--- src/hdl/fclp_pkg.sv ---
`timescale 1ns / 1ps

package fclp_pkg;

   localparam int WORD_COUNT = 36;
   localparam int FQ_DEPTH   = 4;
   localparam int FQ_AW      = 2;
   localparam int OQ_DEPTH   = 2;

   localparam logic [7:0] CHAR_SPACE = 8'h20;
   localparam logic [7:0] CHAR_CR    = 8'h0D;
   localparam logic [7:0] CHAR_LF    = 8'h0A;

   typedef enum logic [1:0] {
      ST_OK   = 2'd0,
      ST_MORE = 2'd1,
      ST_FAIL = 2'd2,
      ST_LONG = 2'd3
   } fclp_status_type;

   typedef enum logic [1:0] {
      PH_WORD  = 2'b01,
      PH_PARAM = 2'b10
   } fclp_phase_type;

   typedef struct packed {
      logic [7:0] line_byte;
      logic       final_byte;
      logic       is_space;
      logic       is_cr;
      logic       is_ws;
   } fclp_item_type;

   typedef struct packed {
      logic            param_valid;
      logic [7:0]      param_byte;
      logic [7:0]      param_index;
      logic            done_res;
      fclp_status_type status;
      logic [5:0]      command_code;
      logic [8:0]      param_length;
   } fclp_result_type;

   typedef struct packed {
      logic       hit;
      logic [5:0] code;
   } fclp_match_type;

   localparam logic [31:0] CMD_WORD [WORD_COUNT] = '{
      "USER", "PASS", "PWD",  "CWD",  "LIST", "NLST", "PASV", "RETR", "STOR",
      "PORT", "TYPE", "MODE", "QUIT", "ABOR", "DELE", "RMD",  "XRMD", "MKD",
      "XMKD", "XPWD", "SYST", "REST", "RNFR", "RNTO", "STAT", "NOOP", "MDTM",
      "SIZE", "SITE", "FEAT", "OPTS", "feat", "opts", "syst", "site", "noop"
   };

   localparam logic [2:0] CMD_LEN [WORD_COUNT] = '{
      3'd4, 3'd4, 3'd3, 3'd3, 3'd4, 3'd4, 3'd4, 3'd4, 3'd4,
      3'd4, 3'd4, 3'd4, 3'd4, 3'd4, 3'd4, 3'd3, 3'd4, 3'd3,
      3'd4, 3'd4, 3'd4, 3'd4, 3'd4, 3'd4, 3'd4, 3'd4, 3'd4,
      3'd4, 3'd4, 3'd4, 3'd4, 3'd4, 3'd4, 3'd4, 3'd4, 3'd4
   };

   function automatic fclp_match_type fclp_lookup(input logic [31:0] word,
                                                  input logic [2:0]  len);
      fclp_match_type m;
      m = '0;
      for (int i = 0; i < WORD_COUNT; i++) begin
         if (!m.hit && len == CMD_LEN[i] && word == CMD_WORD[i]) begin
            m.hit  = 1'b1;
            m.code = 6'(i);
         end
      end
      return m;
   endfunction

endpackage

--- src/hdl/fclp_front.sv ---
`timescale 1ns / 1ps

module fclp_front import fclp_pkg::*; (
   input  logic          clock,
   input  logic          reset,
   input  logic [7:0]    line_byte,
   input  logic          final_byte,
   input  logic          push,
   output logic          full,
   output logic          q_valid,
   output fclp_item_type q_item,
   input  logic          q_pop
);

   fclp_item_type        mem_ff [FQ_DEPTH];
   logic [FQ_AW-1:0]     wr_ff, wr_in;
   logic [FQ_AW-1:0]     rd_ff, rd_in;
   logic [FQ_AW:0]       count_ff, count_in;
   fclp_item_type        item;
   logic                 push_fire;
   logic                 pop_fire;

   always_comb begin
      item.line_byte  = line_byte;
      item.final_byte = final_byte;
      item.is_space   = (line_byte == CHAR_SPACE);
      item.is_cr      = (line_byte == CHAR_CR);
      item.is_ws      = (line_byte == CHAR_SPACE) || (line_byte == CHAR_CR)
                        || (line_byte == CHAR_LF);
   end

   assign full      = (count_ff == (FQ_AW+1)'(FQ_DEPTH));
   assign q_valid   = (count_ff != '0);
   assign q_item    = mem_ff[rd_ff];
   assign push_fire = push && !full;
   assign pop_fire  = q_pop && q_valid;

   always_comb begin
      wr_in    = push_fire ? wr_ff + 1'b1 : wr_ff;
      rd_in    = pop_fire ? rd_ff + 1'b1 : rd_ff;
      count_in = count_ff + (FQ_AW+1)'(push_fire) - (FQ_AW+1)'(pop_fire);
   end

   always_ff @(posedge clock) begin
      if (push_fire) begin
         mem_ff[wr_ff] <= item;
      end
   end

   always_ff @(posedge clock) begin
      if (reset) begin
         wr_ff    <= '0;
         rd_ff    <= '0;
         count_ff <= '0;
      end else begin
         wr_ff    <= wr_in;
         rd_ff    <= rd_in;
         count_ff <= count_in;
      end
   end

endmodule

--- src/hdl/fclp_back.sv ---
`timescale 1ns / 1ps

module fclp_back import fclp_pkg::*; #(
   parameter int PARAM_MAX = 256
) (
   input  logic            clock,
   input  logic            reset,
   input  logic            q_valid,
   input  fclp_item_type   q_item,
   output logic            q_pop,
   output logic            empty,
   input  logic            pop,
   output fclp_result_type result
);

   localparam int PW = $clog2(PARAM_MAX + 2);
   localparam logic [PW-1:0] PMAX      = PW'(PARAM_MAX);
   localparam logic [PW-1:0] PMAX_PLUS = PW'(PARAM_MAX + 1);

   fclp_phase_type  phase_ff, phase_in;
   logic [31:0]     shift_ff, shift_in;
   logic [2:0]      wlen_ff, wlen_in;
   logic [2:0]      seen_ff, seen_in;
   logic [PW-1:0]   pos_ff, pos_in;
   logic [PW-1:0]   trim_ff, trim_in;
   logic [5:0]      code_ff, code_in;
   logic            fail_ff, fail_in;

   fclp_result_type oq_ff [OQ_DEPTH];
   logic            owr_ff, owr_in;
   logic            ord_ff, ord_in;
   logic [1:0]      ocnt_ff, ocnt_in;

   fclp_result_type res;
   fclp_match_type  match;
   logic            take;
   logic            out_pop;
   logic            at_four;
   logic            success;
   logic [PW:0]     pos_inc;
   logic [PW+8:0]   pos_wide;
   logic [PW+8:0]   trim_wide;

   assign empty   = (ocnt_ff == 2'd0);
   assign result  = oq_ff[ord_ff];
   assign out_pop = pop && !empty;
   assign q_pop   = q_valid && ((ocnt_ff != 2'(OQ_DEPTH)) || out_pop);
   assign match   = fclp_lookup(shift_ff, wlen_ff);
   assign pos_inc = {1'b0, pos_ff} + 1'b1;

   always_comb begin
      phase_in  = phase_ff;
      shift_in  = shift_ff;
      wlen_in   = wlen_ff;
      pos_in    = pos_ff;
      trim_in   = trim_ff;
      code_in   = code_ff;
      fail_in   = fail_ff;
      res       = '0;
      take      = 1'b0;
      success   = 1'b0;
      at_four   = (seen_ff == 3'd4);
      seen_in   = (seen_ff < 3'd5) ? seen_ff + 3'd1 : seen_ff;
      pos_wide  = {9'd0, pos_ff};
      trim_wide = '0;

      if (phase_ff == PH_PARAM) begin
         if (at_four && q_item.is_space) begin
            fail_in = 1'b1;
         end
         take = 1'b1;
      end else if (q_item.is_space || q_item.is_cr) begin
         if (!match.hit) begin
            fail_in = 1'b1;
         end else begin
            code_in = match.code;
         end
         phase_in = PH_PARAM;
         take     = q_item.is_cr;
      end else if (wlen_ff < 3'd5) begin
         shift_in = {shift_ff[23:0], q_item.line_byte};
         wlen_in  = wlen_ff + 3'd1;
      end

      if (take) begin
         if (pos_ff < PMAX) begin
            res.param_valid = 1'b1;
            res.param_byte  = q_item.line_byte;
            res.param_index = pos_wide[7:0];
         end
         if (!q_item.is_ws) begin
            trim_in = (pos_ff == PMAX_PLUS) ? PMAX_PLUS : pos_inc[PW-1:0];
         end
         if (pos_ff <= PMAX) begin
            pos_in = pos_inc[PW-1:0];
         end
      end

      trim_wide = {9'd0, trim_in};

      if (q_item.final_byte) begin
         res.done_res = 1'b1;
         priority if (seen_in < 3'd4) begin
            res.status = ST_MORE;
         end else if (phase_in == PH_WORD || fail_in) begin
            res.status = ST_FAIL;
         end else if (trim_in > PMAX) begin
            res.status = ST_LONG;
         end else begin
            res.status = ST_OK;
            success    = 1'b1;
         end
         if (success) begin
            res.command_code = code_in;
            res.param_length = trim_wide[8:0];
         end
         phase_in = PH_WORD;
         shift_in = '0;
         wlen_in  = '0;
         seen_in  = '0;
         pos_in   = '0;
         trim_in  = '0;
         code_in  = '0;
         fail_in  = 1'b0;
      end
   end

   always_comb begin
      owr_in  = q_pop ? ~owr_ff : owr_ff;
      ord_in  = out_pop ? ~ord_ff : ord_ff;
      ocnt_in = ocnt_ff + 2'(q_pop) - 2'(out_pop);
   end

   always_ff @(posedge clock) begin
      if (q_pop) begin
         oq_ff[owr_ff] <= res;
      end
   end

   always_ff @(posedge clock) begin
      if (reset) begin
         phase_ff <= PH_WORD;
         shift_ff <= '0;
         wlen_ff  <= '0;
         seen_ff  <= '0;
         pos_ff   <= '0;
         trim_ff  <= '0;
         code_ff  <= '0;
         fail_ff  <= 1'b0;
         owr_ff   <= 1'b0;
         ord_ff   <= 1'b0;
         ocnt_ff  <= '0;
      end else begin
         if (q_pop) begin
            phase_ff <= phase_in;
            shift_ff <= shift_in;
            wlen_ff  <= wlen_in;
            seen_ff  <= seen_in;
            pos_ff   <= pos_in;
            trim_ff  <= trim_in;
            code_ff  <= code_in;
            fail_ff  <= fail_in;
         end
         owr_ff  <= owr_in;
         ord_ff  <= ord_in;
         ocnt_ff <= ocnt_in;
      end
   end

endmodule

--- src/hdl/ftp_command_line_parser_core.sv ---
`timescale 1ns / 1ps

// FTP request line parser. Feed the line one byte per item, with req_final_byte set on the
// last byte; every item gives exactly one result item, in order. The block sustains one item
// per clock cycle: a four-entry queue holds classified bytes, and the parser pops one per
// cycle while its two-entry result buffer has room or is being drained. A result passes
// through the input queue and then the result buffer to the result ports. Parameter bytes
// stream out with their index, and the result of the final byte carries status and, on
// success, command code and the parameter length with trailing spaces, CR and LF trimmed.

module ftp_command_line_parser_core import fclp_pkg::*; #(
   parameter int PARAM_MAX = 256
) (
   input  logic       clock,
   input  logic       reset,
   input  logic [7:0] req_line_byte,
   input  logic       req_final_byte,
   input  logic       push,
   output logic       full,
   output logic       rsp_param_valid,
   output logic [7:0] rsp_param_byte,
   output logic [7:0] rsp_param_index,
   output logic       rsp_done_res,
   output logic [1:0] rsp_status,
   output logic [5:0] rsp_command_code,
   output logic [8:0] rsp_param_length,
   output logic       empty,
   input  logic       pop
);

   logic            q_valid;
   logic            q_pop;
   fclp_item_type   q_item;
   fclp_result_type result;

   fclp_front u_front (
      .clock      (clock),
      .reset      (reset),
      .line_byte  (req_line_byte),
      .final_byte (req_final_byte),
      .push       (push),
      .full       (full),
      .q_valid    (q_valid),
      .q_item     (q_item),
      .q_pop      (q_pop)
   );

   fclp_back #(
      .PARAM_MAX (PARAM_MAX)
   ) u_back (
      .clock   (clock),
      .reset   (reset),
      .q_valid (q_valid),
      .q_item  (q_item),
      .q_pop   (q_pop),
      .empty   (empty),
      .pop     (pop),
      .result  (result)
   );

   assign rsp_param_valid  = result.param_valid;
   assign rsp_param_byte   = result.param_byte;
   assign rsp_param_index  = result.param_index;
   assign rsp_done_res     = result.done_res;
   assign rsp_status       = result.status;
   assign rsp_command_code = result.command_code;
   assign rsp_param_length = result.param_length;

endmodule

--- config.mk ---
export PLATFORM = sky130hd
export DESIGN_NAME = ftp_command_line_parser_core
export DESIGN_NICKNAME = d
export VERILOG_FILES = /design/src/hdl/fclp_pkg.sv /design/src/hdl/fclp_front.sv /design/src/hdl/fclp_back.sv /design/src/hdl/ftp_command_line_parser_core.sv
export SDC_FILE = /design/constraint.sdc
export NUM_CORES = 1
export LEC_CHECK = 0
export ABC_AREA = 1
export BUFFER_PORTS_ARGS = -buffer_cell sky130_fd_sc_hd__buf_4
export CORE_ASPECT_RATIO = 0.8
export CORE_MARGIN = 1.5
export CORE_UTILIZATION = 48
export CTS_CLUSTER_DIAMETER = 50
export DETAILED_ROUTE_END_ITERATION = 8
export GPL_TIMING_DRIVEN = 0
export PLACE_DENSITY = 0.71
export SYNTH_ARGS = -nofsm -noshare
export SYNTH_HDL_FRONTEND = slang
export SYNTH_SLANG_ARGS = --single-unit
--- constraint.sdc ---
create_clock -name clock -period 4.45 [get_ports clock]
set_clock_uncertainty 0.05 [all_clocks]
set_input_delay 0.6675 -clock clock [delete_from_list [all_inputs] [get_ports clock]]
set_output_delay 0.6675 -clock clock [all_outputs]
set_load 0.03 [all_outputs]
== After elaboration in Yosys (flattened, before gate mapping) ==
Memories as Yosys holds them, arrays and structs flattened. A register that Yosys moved wholly into a read port is not among the register bits.
Index checks and enable logic that the tools add are counted.
Widths: inputs -> output; s select.

* Add/sub/neg operators: 9
* Order comparisons: 6
* Equal/unequal tests: 49
* Multiplexer cells: 86
* Bitwise operators: 2
* Reductions and logical operators: 125

{| class="wikitable"
|+ Operators by type and width
! operator !! number
|-
| $eq 32x31->1 const B || 32
|-
| $mux 7 || 36
|-
| $eq 32x23->1 const B || 4
|-
| $mux 32 || 4
|-
| $logic_and 1x1->1 || 76
|-
| $mux 9 || 7
|-
| $logic_not 1->1 || 37
|-
| $mux 17 || 2
|-
| $mux 6 || 4
|-
| $mux 18 || 1
|-
| $mux 3 || 6
|-
| $mux 1 || 17
|-
| $eq 8x4->1 const B || 2
|-
| $mux 2 || 8
|-
| $mux 15 || 1
|-
| $add 9x1->9 const B || 1
|-
| $eq 3x3->1 const B || 3
|-
| $eq 9x9->1 const B || 1
|-
| $gt 9x9->1 const B || 1
|-
| $le 9x9->1 const B || 1
|-
| $lt 3x3->1 const B || 3
|-
| $lt 9x9->1 const B || 1
|-
| $eq 8x6->1 const B || 1
|-
| $add 3x1->3 const B || 2
|-
| other kinds (16) || 26
|}

* Bits in registers: 76
* RAM bits: 118
* Bits of input ports: 13
* Output and inout bits: 37
* Memories: 2

{| class="wikitable"
|+ Memories
! memory !! depth !! width !! read ports !! clocked after Yosys merged registers in !! wr ports !! line !! source
|-
| u_back.oq_ff || 2 || 35 || 1 || 1 || 1 || fclp_back.sv:29 || <nowiki>fclp_result_type oq_ff [OQ_DEPTH];</nowiki>
|-
| u_front.mem_ff || 4 || 12 || 1 || 1 || 1 || fclp_front.sv:15 || <nowiki>fclp_item_type mem_ff [FQ_DEPTH];</nowiki>
|}

== Depth between registers and ports, before layout ==
Gate-level depths: netlist (run 1).

* Word-level depth: 152
* Gate-level depth with buffers: 30
* Depth with buffers taken out: 29

== Modules after synthesis ==
Synthesis (run 1) repeated with hierarchy kept, for this count alone.

* Cell total of the unflattened synthesis: 1143
* Area total of the unflattened synthesis: 9850.7 um2

{| class="wikitable"
|+ By module, submodules not included
! module !! instances !! cells each !! area an instance (um2)
|-
| fclp_back || 1 || 939 || 7492.2
|-
| fclp_front || 1 || 204 || 2358.5
|}

== Worst setup path after synthesis (run 1) ==
OpenSTA, ideal clock, no wires.

* Path kind: register -> register
* From: register u_back.wlen_ff[0]
* To: memory u_back.oq_ff[0][8] in the netlist's numbering (data pin)
* Setup time: 265 ps
* Arrival: 2996 ps
* Setup slack: 1139 ps
* Stages on the path, launching flop included: 30
* Buffers on the path: 1
* Clock period less this slack: 3311 ps
* Cell sequence: dfxtp_1 inv_1 ha_1 nand2_1 inv_2 nand2_1 nor2_1 nand3_1 nand4_1 nor2_1 nand4_1 nor2_1 nand4_1 nor2_1 nand4_1 nor2_2 nand4_1 nor2_1 nand4_1 nor2_1 nand4_1 nor2_2 nand3_2 nor2_2 nand3_2 nand3_2 nor2_2 nand2_4 buf_12 nor2_4

{| class="wikitable"
|+ RTL lines
! what !! line !! source
|-
| start: declaration || fclp_back.sv:22 || <nowiki>logic [2:0] wlen_ff, wlen_in;</nowiki>
|-
| start signal: assignment || fclp_back.sv:157 || <nowiki>wlen_ff <= wlen_in;</nowiki>
|-
| end: declaration || fclp_back.sv:29 ||
|}

==> results of run 1 <==
## path summary, 6_finish.rpt
check / end / cells past startpoint
min: u_front.mem_ff[2][10]$_DFFE_PP_ / 1
min reg2reg: flip-flop / 1
max: u_back.oq_ff[0][8]$_DFFE_PP_ / 29
max reg2reg: u_back.oq_ff[0][8]$_DFFE_PP_ / 29
## per-layer routing
metal  track usage  up-vias
met3        0.0420       38
met5             0        -
met1         0.337     3661
met4        0.0847        0
met2         0.357      238
li1              -     3868
## sequential cells by signal, indices dropped and copies added, names as in the netlist, 2 cells and up, named ones only
| signal | flops |
|---|---|
| u_back.code_ff | 6 |
| u_back.seen_ff | 3 |
| u_back.shift_ff | 32 |
| u_front.mem_ff | 48 |
| u_back.phase_ff | 2 |
| u_front.count_ff | 3 |
| u_front.rd_ff | 2 |
| u_back.ocnt_ff | 2 |
| u_back.pos_ff | 9 |
| u_back.trim_ff | 9 |
| u_back.oq_ff | 70 |
| u_front.wr_ff | 2 |
| u_back.wlen_ff | 3 |
## per-stage QoR
stage | cells | hold slack [ns] | power (W) | util | setup slack, ns
floorplan | 1106 | 0.376 | 0.00446 | - | 1.14
global placement | 1419 | 0.385 | 0.00527 | 0.527 | 0.0383
detailed placement | 1421 | 0.399 | 0.00537 | 0.530 | 0.560
CTS | 1453 | 0.386 | 0.00684 | 0.558 | 0.532
global route | 1453 | 0.394 | 0.00720 | 0.558 | 0.112
finish | 1453 | 0.394 | 0.00680 | 0.558 | 0.620
## final cells by class
class | count | area, µm² | area share
Buffer | 28 | 121 | 0.0110
Tap cell | 264 | 330 | 0.0298
Clock buffer | 18 | 429 | 0.0388
Clock inverter | 14 | 128 | 0.0115
Sequential cell | 197 | 5120 | 0.463
Inverter | 146 | 548 | 0.0495
Timing Repair Buffer | 51 | 408 | 0.0368
Multi-Input combinational cell | 735 | 3990 | 0.360
## cells by family after synthesis
family / after synthesis / share of synthesized area
buf+inv: 174 / 0.0686
flops: 197 / 0.525
compound gates: 134 / 0.0814
mux: 35 / 0.0404
fa+ha+maj: 17 / 0.0226
simple gates: 540 / 0.254
xor+xnor: 9 / 0.00808
## report_power, final
| part | internal [W] | total [W] | switching (W) | leakage (nW) |
|---|---|---|---|---|
| logic | 0.000847 | 0.00271 | 0.00186 | 2.15 |
| clock network | 0.000778 | 0.00146 | 0.000683 | 0.277 |
| registers | 0.00248 | 0.00263 | 0.000152 | 1.77 |
| total | 0.00411 | 0.00680 | 0.00269 | 4.19 |
## worst reg2reg max path, delay by kind of cell, from the launching register on
kind,cells,cell delay [ns]
buf+inv,3,0.37
fa+ha+maj,1,0.20
simple gates,25,2.57
flops,1,0.37
## repair_timing
item | in CTS | in global routing
gates resized for setup | 0 | 1
endpoints found under the setup margin | 0 | 20
hold buffers | 0 | 0
## cell usage in the layout (no fill, tap or decap), drive strengths merged, types with 4 or more instances in the layout
master  instances
a21oi          78
a32oi           9
buf            53
clkbuf         44
clkinv         12
dfxtp          79
edfxtp        118
ha             16
inv           147
mux2           35
nand2         232
nand3          48
nand4          37
nor2          163
nor3           37
nor4           13
o21a            8
o21ai          17
o21bai          4
or2             6
xor2            8
==> flow_metrics.py, run 1 <==
metrics = {
    "placement": {
        "placed_area_um2": 10500,
        "dpl.hpwl_um": 17300,
        "port_buffers": 49,
        "gp_congestion": 0.964,
    },
    "timing": {
        "slew_headroom": 0.126,
        "hold_viol": 0,
        "rsz0062_at_grt": "no",
        "min_period_ns": 3.83,
        "tns_ns": 0,
        "post-route-period-util": 0.861,
        "worstMarginPinSlew_ns": 1.31,
        "fmax_mhz": 261,
        "drv_slew": 0,
        "setup_viol": 0,
    },
    "global_routing": {
        "grt_pass1_wl_um": 38000,
        "grt_pass1_vias": 7329,
        "grt_max_degree": 25,
        "overflow": 0,
        "antenna_found_initial": 0,
        "grtUsageTotal": 0.234,
    },
    "synth": {
        "ys_async_sr_fraction": 0,
        "syn_inst": 1106,
        "yosysWarnings": 0,
        "syn_area_um2": 9760,
        "synth_common_cells": "224 x nand2_1, 138 x nor2_1, 122 x inv_1",
        "synthTopCellsByArea": "edfxtp_1 36%, dfxtp_1 16%, nand2_1 8.6%",
        "synth_nets": 1136,
        "ys.flop_type": "edfxtp_1",
        "synthMostInstantiatedCell": "nand2_1",
        "synth_top_area_share": 0.363,
        "syn_area_per_cell_um2": 8.83,
        "yosysTopAreaCell": "edfxtp_1",
        "seq_area_frac_synth": 0.525,
        "synth_cell_types": 43,
        "synth-edff-count": 118,
        "ys_seq_elements": 197,
    },
    "critical_path": {
        "critPathBufInv": 3,
        "r2r_start": "u_back.wlen_ff[0]$_SDFFE_PP0P_",
        "path_common_cell": "nand4_1",
        "critPathKind": "reg2reg",
        "crit_slowest_cell": "dfxtp_1",
        "startpoint": "u_back.wlen_ff[0]$_SDFFE_PP0P_",
        "worstPathMaxFanout": 10,
        "worst_setup_path_end_kind": "flip-flop",
        "max_stage_delay_ns": 0.37,
        "start_kind": "flip-flop",
        "worstPathRequired_ns": 4.58,
        "cp_top_family": "simple AND/OR/NAND/NOR gates",
        "cp.arrival_ns": 3.96,
        "r2r_slack_ns": 0.62,
    },
    "detailed_routing": {
        "top_layer": "met4",
        "num_vias": 7805,
        "antenna_left": 0,
        "post_drt_wl_per_cell_um": 16.3,
        "wl_met3_um": 1390,
        "viasPerCell": 5.37,
        "wl_met1_um": 11500,
        "drt_drc_violations_left": 0,
        "dr.pass1.iters": 5,
        "drt-total-wl_um": 23600,
        "first_iter_violations": 591,
        "met2_wirelength_um": 10300,
    },
    "floorplanning": {
        "num_rows": 46,
        "start_util": 0.492,
        "core_area_um2": 19900,
        "dieArea_um2": 21200,
        "die_h_um": 131,
        "io-pin-count": 50,
        "die_x_um": 162,
    },
    "clock_network": {
        "cts.clk_slew.worst_paths_ns": 0.07,
        "cts_buffer_depth": 2,
        "clock_tree.root_cell": "clkbuf_16",
        "h-tree-depth": 4,
        "cts_inserted_buffers": 17,
        "clock_latency_ns": 0.44,
        "cts_tree": "yes",
        "post_cts_buffers": 0,
        "cts_sinks": 197,
    },
    "cells_and_area": {
        "area_growth_pct": 13.4,
        "antenna_cells": 0,
        "fill_cells": 1845,
        "drive_above_1_share": 0.160,
        "final_nets": 1206,
        "final_area_um2": 11100,
    },
    "pwr": {
        "max-vdd-ir-drop_v": 0.000361,
        "power_leakage_nw": 4.19,
        "power_density_nw_per_um2": 614,
    },
    "job": {
        "cap_viol_max_count": 0,
    },
    "min_path": {
        "hp-start": "req_line_byte[6]",
        "hp-class": "in2reg",
    },
    "outcome": {
        "status": "finished, final reports clean",
    },
}
Power figures use the tool's default switching activity.
==> run 2: changes to the inputs <==
--- a/config.mk
+++ b/config.mk
@@ -5,7 +5,6 @@
 export SDC_FILE = /design/constraint.sdc
 export NUM_CORES = 1
 export LEC_CHECK = 0
-export ABC_AREA = 1
 export BUFFER_PORTS_ARGS = -buffer_cell sky130_fd_sc_hd__buf_4
 export CORE_ASPECT_RATIO = 0.8
 export CORE_MARGIN = 1.5
==> constraint.sdc (replaced) <==
create_clock -name clock -period 4 [get_ports clock]
set_clock_uncertainty 0.05 [all_clocks]
set_input_delay 0.6 -clock clock [delete_from_list [all_inputs] [get_ports clock]]
set_output_delay 0.6 -clock clock [all_outputs]
set_load 0.03 [all_outputs]
==> run 2 against run 1 <==
Effect of this change:
- sequential share of layout area fell by 1.7 points
- global-route usage rose by 4.1 points
- register-to-register slack got worse by 0.47 ns
- synthesized cell count fell by 15%
- worst hold slack got worse by 0.095 ns
- final area rose by 3.8%
- wire length rose by 23%
- critical path type unchanged
- largest power group unchanged
- highest routed layer unchanged
==> flow_metrics.py, run 2 <==
metrics = {
    "critical_path": {
        "worst_setup_path_end_kind": "flip-flop",
        "worstPathRequired_ns": 4.17,
        "r2r_slack_ns": 0.15,
        "max_stage_delay_ns": 0.54,
        "start_kind": "flip-flop",
        "cp_top_family": "simple AND/OR/NAND/NOR gates",
        "critPathKind": "reg2reg",
        "crit_slowest_cell": "nor4_1",
        "worstPathCellList": "nor4bb_1 > clkbuf_1 > and4_1 > nand2_1 > nor4_1 > nor4b_1 > nand4_4 > o31ai_2 > a211o_4 > nor3_1",
        "critPathBufInv": 1,
        "cp.arrival_ns": 4.02,
        "worstPathMaxFanout": 9,
    },
    "floorplanning": {
        "io-pin-count": 50,
        "die_h_um": 132,
        "num_rows": 47,
        "core_area_um2": 20600,
        "dieArea_um2": 21800,
        "start_util": 0.488,
        "die_x_um": 165,
    },
    "timing": {
        "hold_viol": 0,
        "slew_headroom": 0.332,
        "setup_viol": 0,
        "rsz0062_at_grt": "no",
        "drv_slew": 0,
        "post-route-period-util": 0.962,
        "min_period_ns": 3.85,
        "fmax_mhz": 260,
        "worstMarginPinSlew_ns": 1.00,
        "hold_ws_ns": 0.299,
    },
    "synth": {
        "syn_area_um2": 10000,
        "ys.flop_type": "edfxtp_1",
        "syn_inst": 941,
        "synth_common_cells": "126 x nor2_1, 118 x edfxtp_1, 79 x dfxtp_1",
        "synthTopCellsByArea": "edfxtp_1 35%, dfxtp_1 16%, nor2_1 4.7%",
        "yosysTopAreaCell": "edfxtp_1",
        "syn_area_per_cell_um2": 10.7,
        "synthMostInstantiatedCell": "nor2_1",
        "synth_top_area_share": 0.353,
        "seq_area_frac_synth": 0.510,
        "ys_seq_elements": 197,
        "synth_nets": 971,
        "ys_async_sr_fraction": 0,
        "synth_cell_types": 77,
        "yosysWarnings": 0,
        "synth-edff-count": 118,
    },
    "clock_network": {
        "clock_latency_ns": 0.45,
        "cts_tree": "yes",
        "cts.clk_slew.worst_paths_ns": 0.08,
        "clock_tree.root_cell": "clkbuf_16",
        "cts_sinks": 197,
        "cts_inserted_buffers": 17,
        "ctsHoldBuffers": 0,
        "h-tree-depth": 4,
        "cts_buffer_depth": 2,
    },
    "global_routing": {
        "grt_pass1_wl_um": 44800,
        "overflow": 0,
        "grtUsageTotal": 0.276,
        "grt_max_degree": 31,
        "grt_pass1_vias": 7653,
        "antenna_found_initial": 0,
    },
    "min_path": {
        "hp-class": "in2reg",
    },
    "outcome": {
        "status": "finished, final reports clean",
    },
    "detailed_routing": {
        "antenna_left": 0,
        "post_drt_wl_per_cell_um": 22.5,
        "viasPerCell": 6.38,
        "drt_drc_violations_left": 0,
        "num_vias": 8250,
        "drt-total-wl_um": 29100,
        "dr.pass1.iters": 5,
        "first_iter_violations": 1044,
    },
    "cells_and_area": {
        "final_common_cell": "nor2_1",
        "largestRegisters": "u_back.oq_ff x70, u_front.mem_ff x48, u_back.shift_ff x32",
        "top_register": "u_back.oq_ff",
        "final_cell_mix": "125 x nor2_1, 118 x edfxtp_1, 79 x dfxtp_1",
        "final_nets": 1041,
        "drive_above_1_share": 0.167,
        "antenna_cells": 0,
        "area_growth_pct": 14.4,
        "largest_reg_flops": 70,
        "final_area_um2": 11500,
    },
    "job": {
        "cap_viol_max_count": 0,
    },
    "pwr": {
        "max-vdd-ir-drop_v": 0.000418,
        "power_leakage_nw": 3.78,
        "power_density_nw_per_um2": 663,
        "total_power_w": 0.00762,
    },
    "placement": {
        "placed_area_um2": 10800,
        "gp_congestion": 0.970,
        "port_buffers": 48,
        "dpl.hpwl_um": 21500,
    },
}
==> run 2: cell count changes after synthesis, sizes merged, moves of 12 or more <==
| cell | before | now |
|---|---|---|
| mux4 | 0 | 12 |
| clkbuf | 26 | 48 |
| nor2b | 0 | 13 |
| nand4 | 37 | 25 |
| a21oi | 78 | 30 |
| inv | 143 | 22 |
| a22oi | 2 | 44 |
| nor4 | 13 | 29 |
| nand2 | 232 | 55 |
| and2 | 0 | 29 |
| nor2 | 163 | 126 |
| nand3 | 48 | 25 |
==> run 2: timing repair <==
action                     in CTS  in global routing
setup endpoints to repair      12                 33
resized for setup               1                 14
buffers inserted                0                  0
==> run 2: logic make-up after synthesis <==
| kind of cell | Yosys count | share of synthesized area |
|---|---|---|
| AO/OA/AOI/OAI | 146 | 0.103 |
| XOR/XNOR | 19 | 0.0166 |
| adder cells (fa/ha/maj) | 17 | 0.0219 |
| buffers and inverters | 74 | 0.0288 |
| flip-flops | 197 | 0.510 |
| multiplexers | 49 | 0.0682 |
| AND/OR/NAND/NOR | 439 | 0.251 |
==> run 2: final cells by class <==
class / count / area, µm²
buffer: 52 / 209
clock buffer: 17 / 425
clock inverter: 15 / 195
fill: 1779 / 9090
inverter: 22 / 82.6
multi-input combinational: 670 / 4710
sequential: 197 / 5120
tap: 269 / 337
timing repair buffer: 51 / 405
==> run 2: final timing paths <==
check,startpoint,endpoint,cells past startpoint
min,req_final_byte,u_front.mem_ff[3][3]$_DFFE_PP_,1
max reg2reg,u_back.shift_ff[12]$_SDFFE_PP0P_,u_back.oq_ff[0][0]$_DFFE_PP_,10
min reg2reg,u_back.trim_ff[8]$_SDFFE_PP0P_,u_back.trim_ff[8]$_SDFFE_PP0P_,2
max,u_back.shift_ff[12]$_SDFFE_PP0P_,u_back.oq_ff[0][0]$_DFFE_PP_,10
==> run 2: metal layers <==
metal  up-vias  share of wire  routed length [µm]  GRT usage
met3        42          0.094                2750     0.0818
met5         -              0                   0          0
met1      4058           0.47               13600      0.415
met2       421           0.43               12400      0.387
li1       3729              -                   -          -
met4         0          0.014                 395     0.0646
==> run 2: report_power, final <==
group	total (W)	switching (W)	internal (W)
sequential	0.00289	0.000190	0.00270
combinational	0.00298	0.00193	0.00105
clock	0.00175	0.000894	0.000861
==> run 2: stage by stage <==
stage | std cells | setup slack (ns) | setup TNS [ns] | util
4_1_cts | 1292 | 0.151 | 0 | 0.555
2_1_floorplan | 941 | 0.825 | 0 | -
3_5_place_dp | 1260 | 0.0132 | 0 | 0.524
6_report | 1293 | 0.151 | 0 | 0.558
5_1_grt | 1293 | 0.0195 | 0 | 0.558
3_3_place_gp | 1258 | -0.512 | -20.70 | 0.522
==> run 3: changes to the inputs <==
--- a/config.mk
+++ b/config.mk
@@ -8,11 +8,11 @@
 export BUFFER_PORTS_ARGS = -buffer_cell sky130_fd_sc_hd__buf_4
 export CORE_ASPECT_RATIO = 0.8
 export CORE_MARGIN = 1.5
-export CORE_UTILIZATION = 48
+export CORE_UTILIZATION = 50
 export CTS_CLUSTER_DIAMETER = 50
 export DETAILED_ROUTE_END_ITERATION = 8
 export GPL_TIMING_DRIVEN = 0
-export PLACE_DENSITY = 0.71
+export PLACE_DENSITY = 0.73
 export SYNTH_ARGS = -nofsm -noshare
 export SYNTH_HDL_FRONTEND = slang
 export SYNTH_SLANG_ARGS = --single-unit
==> run 3 against run 2 <==
Effect of this change:
- clock power fell by 3%
- critical path depth rose by 1
- fmax barely moved
- core utilization rose by 2.3 points
- worst hold slack got worse by 0.0011 ns
- largest power group unchanged
- highest routed layer unchanged
==> flow_metrics.py, run 3 (synthesis gave the netlist of run 2 again) <==
metrics = {
    "critical_path": {
        "crit_slowest_cell": "clkbuf_1",
        "cp.arrival_ns": 3.97,
        "cp_top_family": "simple AND/OR/NAND/NOR gates",
        "critPathBufInv": 2,
        "worstPathRequired_ns": 4.12,
        "max_stage_delay_ns": 0.57,
        "start_kind": "flip-flop",
        "worstPathCellList": "clkbuf_1 > nor4b_4 > nand3_1 > nor3_2 > a41oi_1 > nor4b_1 > nand4_4 > nor4_2 > a211o_4 > buf_6 > a21oi_1",
        "worst_setup_path_end_kind": "flip-flop",
        "critPathKind": "reg2reg",
        "worstPathMaxFanout": 10,
    },
    "cells_and_area": {
        "largestRegisters": "u_back.oq_ff x70, u_front.mem_ff x48, u_back.shift_ff x32",
        "antenna_cells": 0,
        "fin_cells": 1287,
        "largest_reg_flops": 70,
        "drive_above_1_share": 0.167,
        "top_register": "u_back.oq_ff",
        "area_growth_pct": 14.2,
        "final_nets": 1040,
        "utilization": 0.581,
        "final_common_cell": "nor2_1",
        "final_cell_mix": "124 x nor2_1, 118 x edfxtp_1, 79 x dfxtp_1",
    },
    "clock_network": {
        "cts_buffer_depth": 2,
        "cts_tree": "yes",
        "h-tree-depth": 4,
        "cts_sinks": 197,
        "post_cts_buffers": 0,
        "clock_tree.root_cell": "clkbuf_16",
        "ctsHoldBuffers": 0,
        "cts_inserted_buffers": 17,
        "cts.clk_slew.worst_paths_ns": 0.08,
        "clock_latency_ns": 0.45,
    },
    "detailed_routing": {
        "dr.pass1.iters": 5,
        "first_iter_violations": 1032,
        "antenna_left": 0,
        "num_vias": 8220,
        "viasPerCell": 6.39,
        "drt_drc_violations_left": 0,
        "post_drt_wl_per_cell_um": 22.6,
        "drt-total-wl_um": 29000,
    },
    "floorplanning": {
        "die_x_um": 161,
        "dieArea_um2": 20900,
        "io-pin-count": 50,
        "core_area_um2": 19700,
        "num_rows": 46,
        "die_h_um": 130,
        "start_util": 0.509,
    },
    "placement": {
        "numPlacedInstances": 1255,
        "place_ws_ns": -0.00826,
        "port_buffers": 48,
        "dpl.hpwl_um": 21200,
        "gp_congestion": 0.973,
    },
    "pwr": {
        "max-vdd-ir-drop_v": 0.000421,
        "power_density_nw_per_um2": 661,
        "power_leakage_nw": 3.77,
    },
    "global_routing": {
        "antenna_found_initial": 0,
        "grt_max_degree": 34,
        "grt_pass1_wl_um": 43900,
        "overflow": 0,
        "grt_pass1_vias": 7501,
        "grtUsageTotal": 0.281,
    },
    "timing": {
        "fmax_mhz": 260,
        "drv_slew": 0,
        "slew_headroom": 0.375,
        "post-route-period-util": 0.963,
        "rsz0062_at_grt": "no",
        "hold_viol": 0,
        "worstMarginPinSlew_ns": 0.924,
        "postLayoutSetupSlackWorst_ns": 0.149,
        "min_period_ns": 3.85,
        "tns_ns": 0,
        "hold_ws_ns": 0.298,
        "setup_viol": 0,
    },
    "job": {
        "cap_viol_max_count": 0,
    },
    "min_path": {
        "hp-class": "in2reg",
    },
    "outcome": {
        "status": "finished, final reports clean",
    },
}
[run 3: cell count changes in the layout (fill, tap and decap cells not counted), sizes merged]
cell and change:
inv -1, buf -1, clkinvlp +1
[run 3: final timing paths]
kind                                    endpoint  slack (ns)  cells after the start                       startpoint
hold reg to reg   u_back.code_ff[2]$_SDFFE_PP0P_        0.43                      2   u_back.code_ff[2]$_SDFFE_PP0P_
setup reg to reg   u_back.oq_ff[0][11]$_DFFE_PP_        0.15                     11  u_back.shift_ff[3]$_SDFFE_PP0P_
setup / recovery   u_back.oq_ff[0][11]$_DFFE_PP_        0.15                     11  u_back.shift_ff[3]$_SDFFE_PP0P_
hold / removal    u_front.mem_ff[2][3]$_DFFE_PP_        0.30                      1                   req_final_byte
[run 3: area by class of cell]
type	instances	area (µm²)
Timing Repair Buffer	50	408
Tap cell	264	330
Inverter	22	82.6
Clock inverter	15	175
Clock buffer	17	425
Multi-Input combinational cell	670	4720
Fill cell	1658	8270
Buffer	52	208
Sequential cell	197	5120
[run 3: per-stage QoR]
step | area (µm²) | total power [W]
global route | 11500 | 0.00796
global placement | 10700 | 0.00576
finish | 11500 | 0.00758
CTS | 11400 | 0.00757
floorplan | 10000 | 0.00487
detailed placement | 10800 | 0.00586
[run 3: routing by layer]
metal	share of wire	GRT usage	vias up
met4	0.013	0.0648	0
met3	0.11	0.0947	49
met2	0.42	0.393	461
met5	0	0	-
met1	0.45	0.418	3988
li1	-	-	3722
[run 3: what timing repair did]
item	4_1_cts	5_1_grt
endpoints found under the setup margin	17	35
gates cloned	0	0
resized for setup	1	12
endpoints found under the hold margin	0	0
[run 3: worst reg2reg max path, cell delays in order, from the launching register on]
cell and delay, ns:
dfxtp_1 0.37, clkbuf_1 0.58, nor4b_4 0.17, nand3_1 0.34, nor3_2 0.17, a41oi_1 0.26, nor4b_1 0.55, nand4_4 0.22
nor4_2 0.41, a211o_4 0.21, buf_6 0.18, a21oi_1 0.08
[run 3: where the power goes]
| group | internal [W] | total (W) | switching, W | leakage [nW] |
|---|---|---|---|---|
| Clock | 0.000845 | 0.00170 | 0.000853 | 0.289 |
| Combinational | 0.00106 | 0.00299 | 0.00193 | 1.70 |
| Sequential | 0.00270 | 0.00289 | 0.000193 | 1.78 |
| Total | 0.00460 | 0.00758 | 0.00298 | 3.77 |
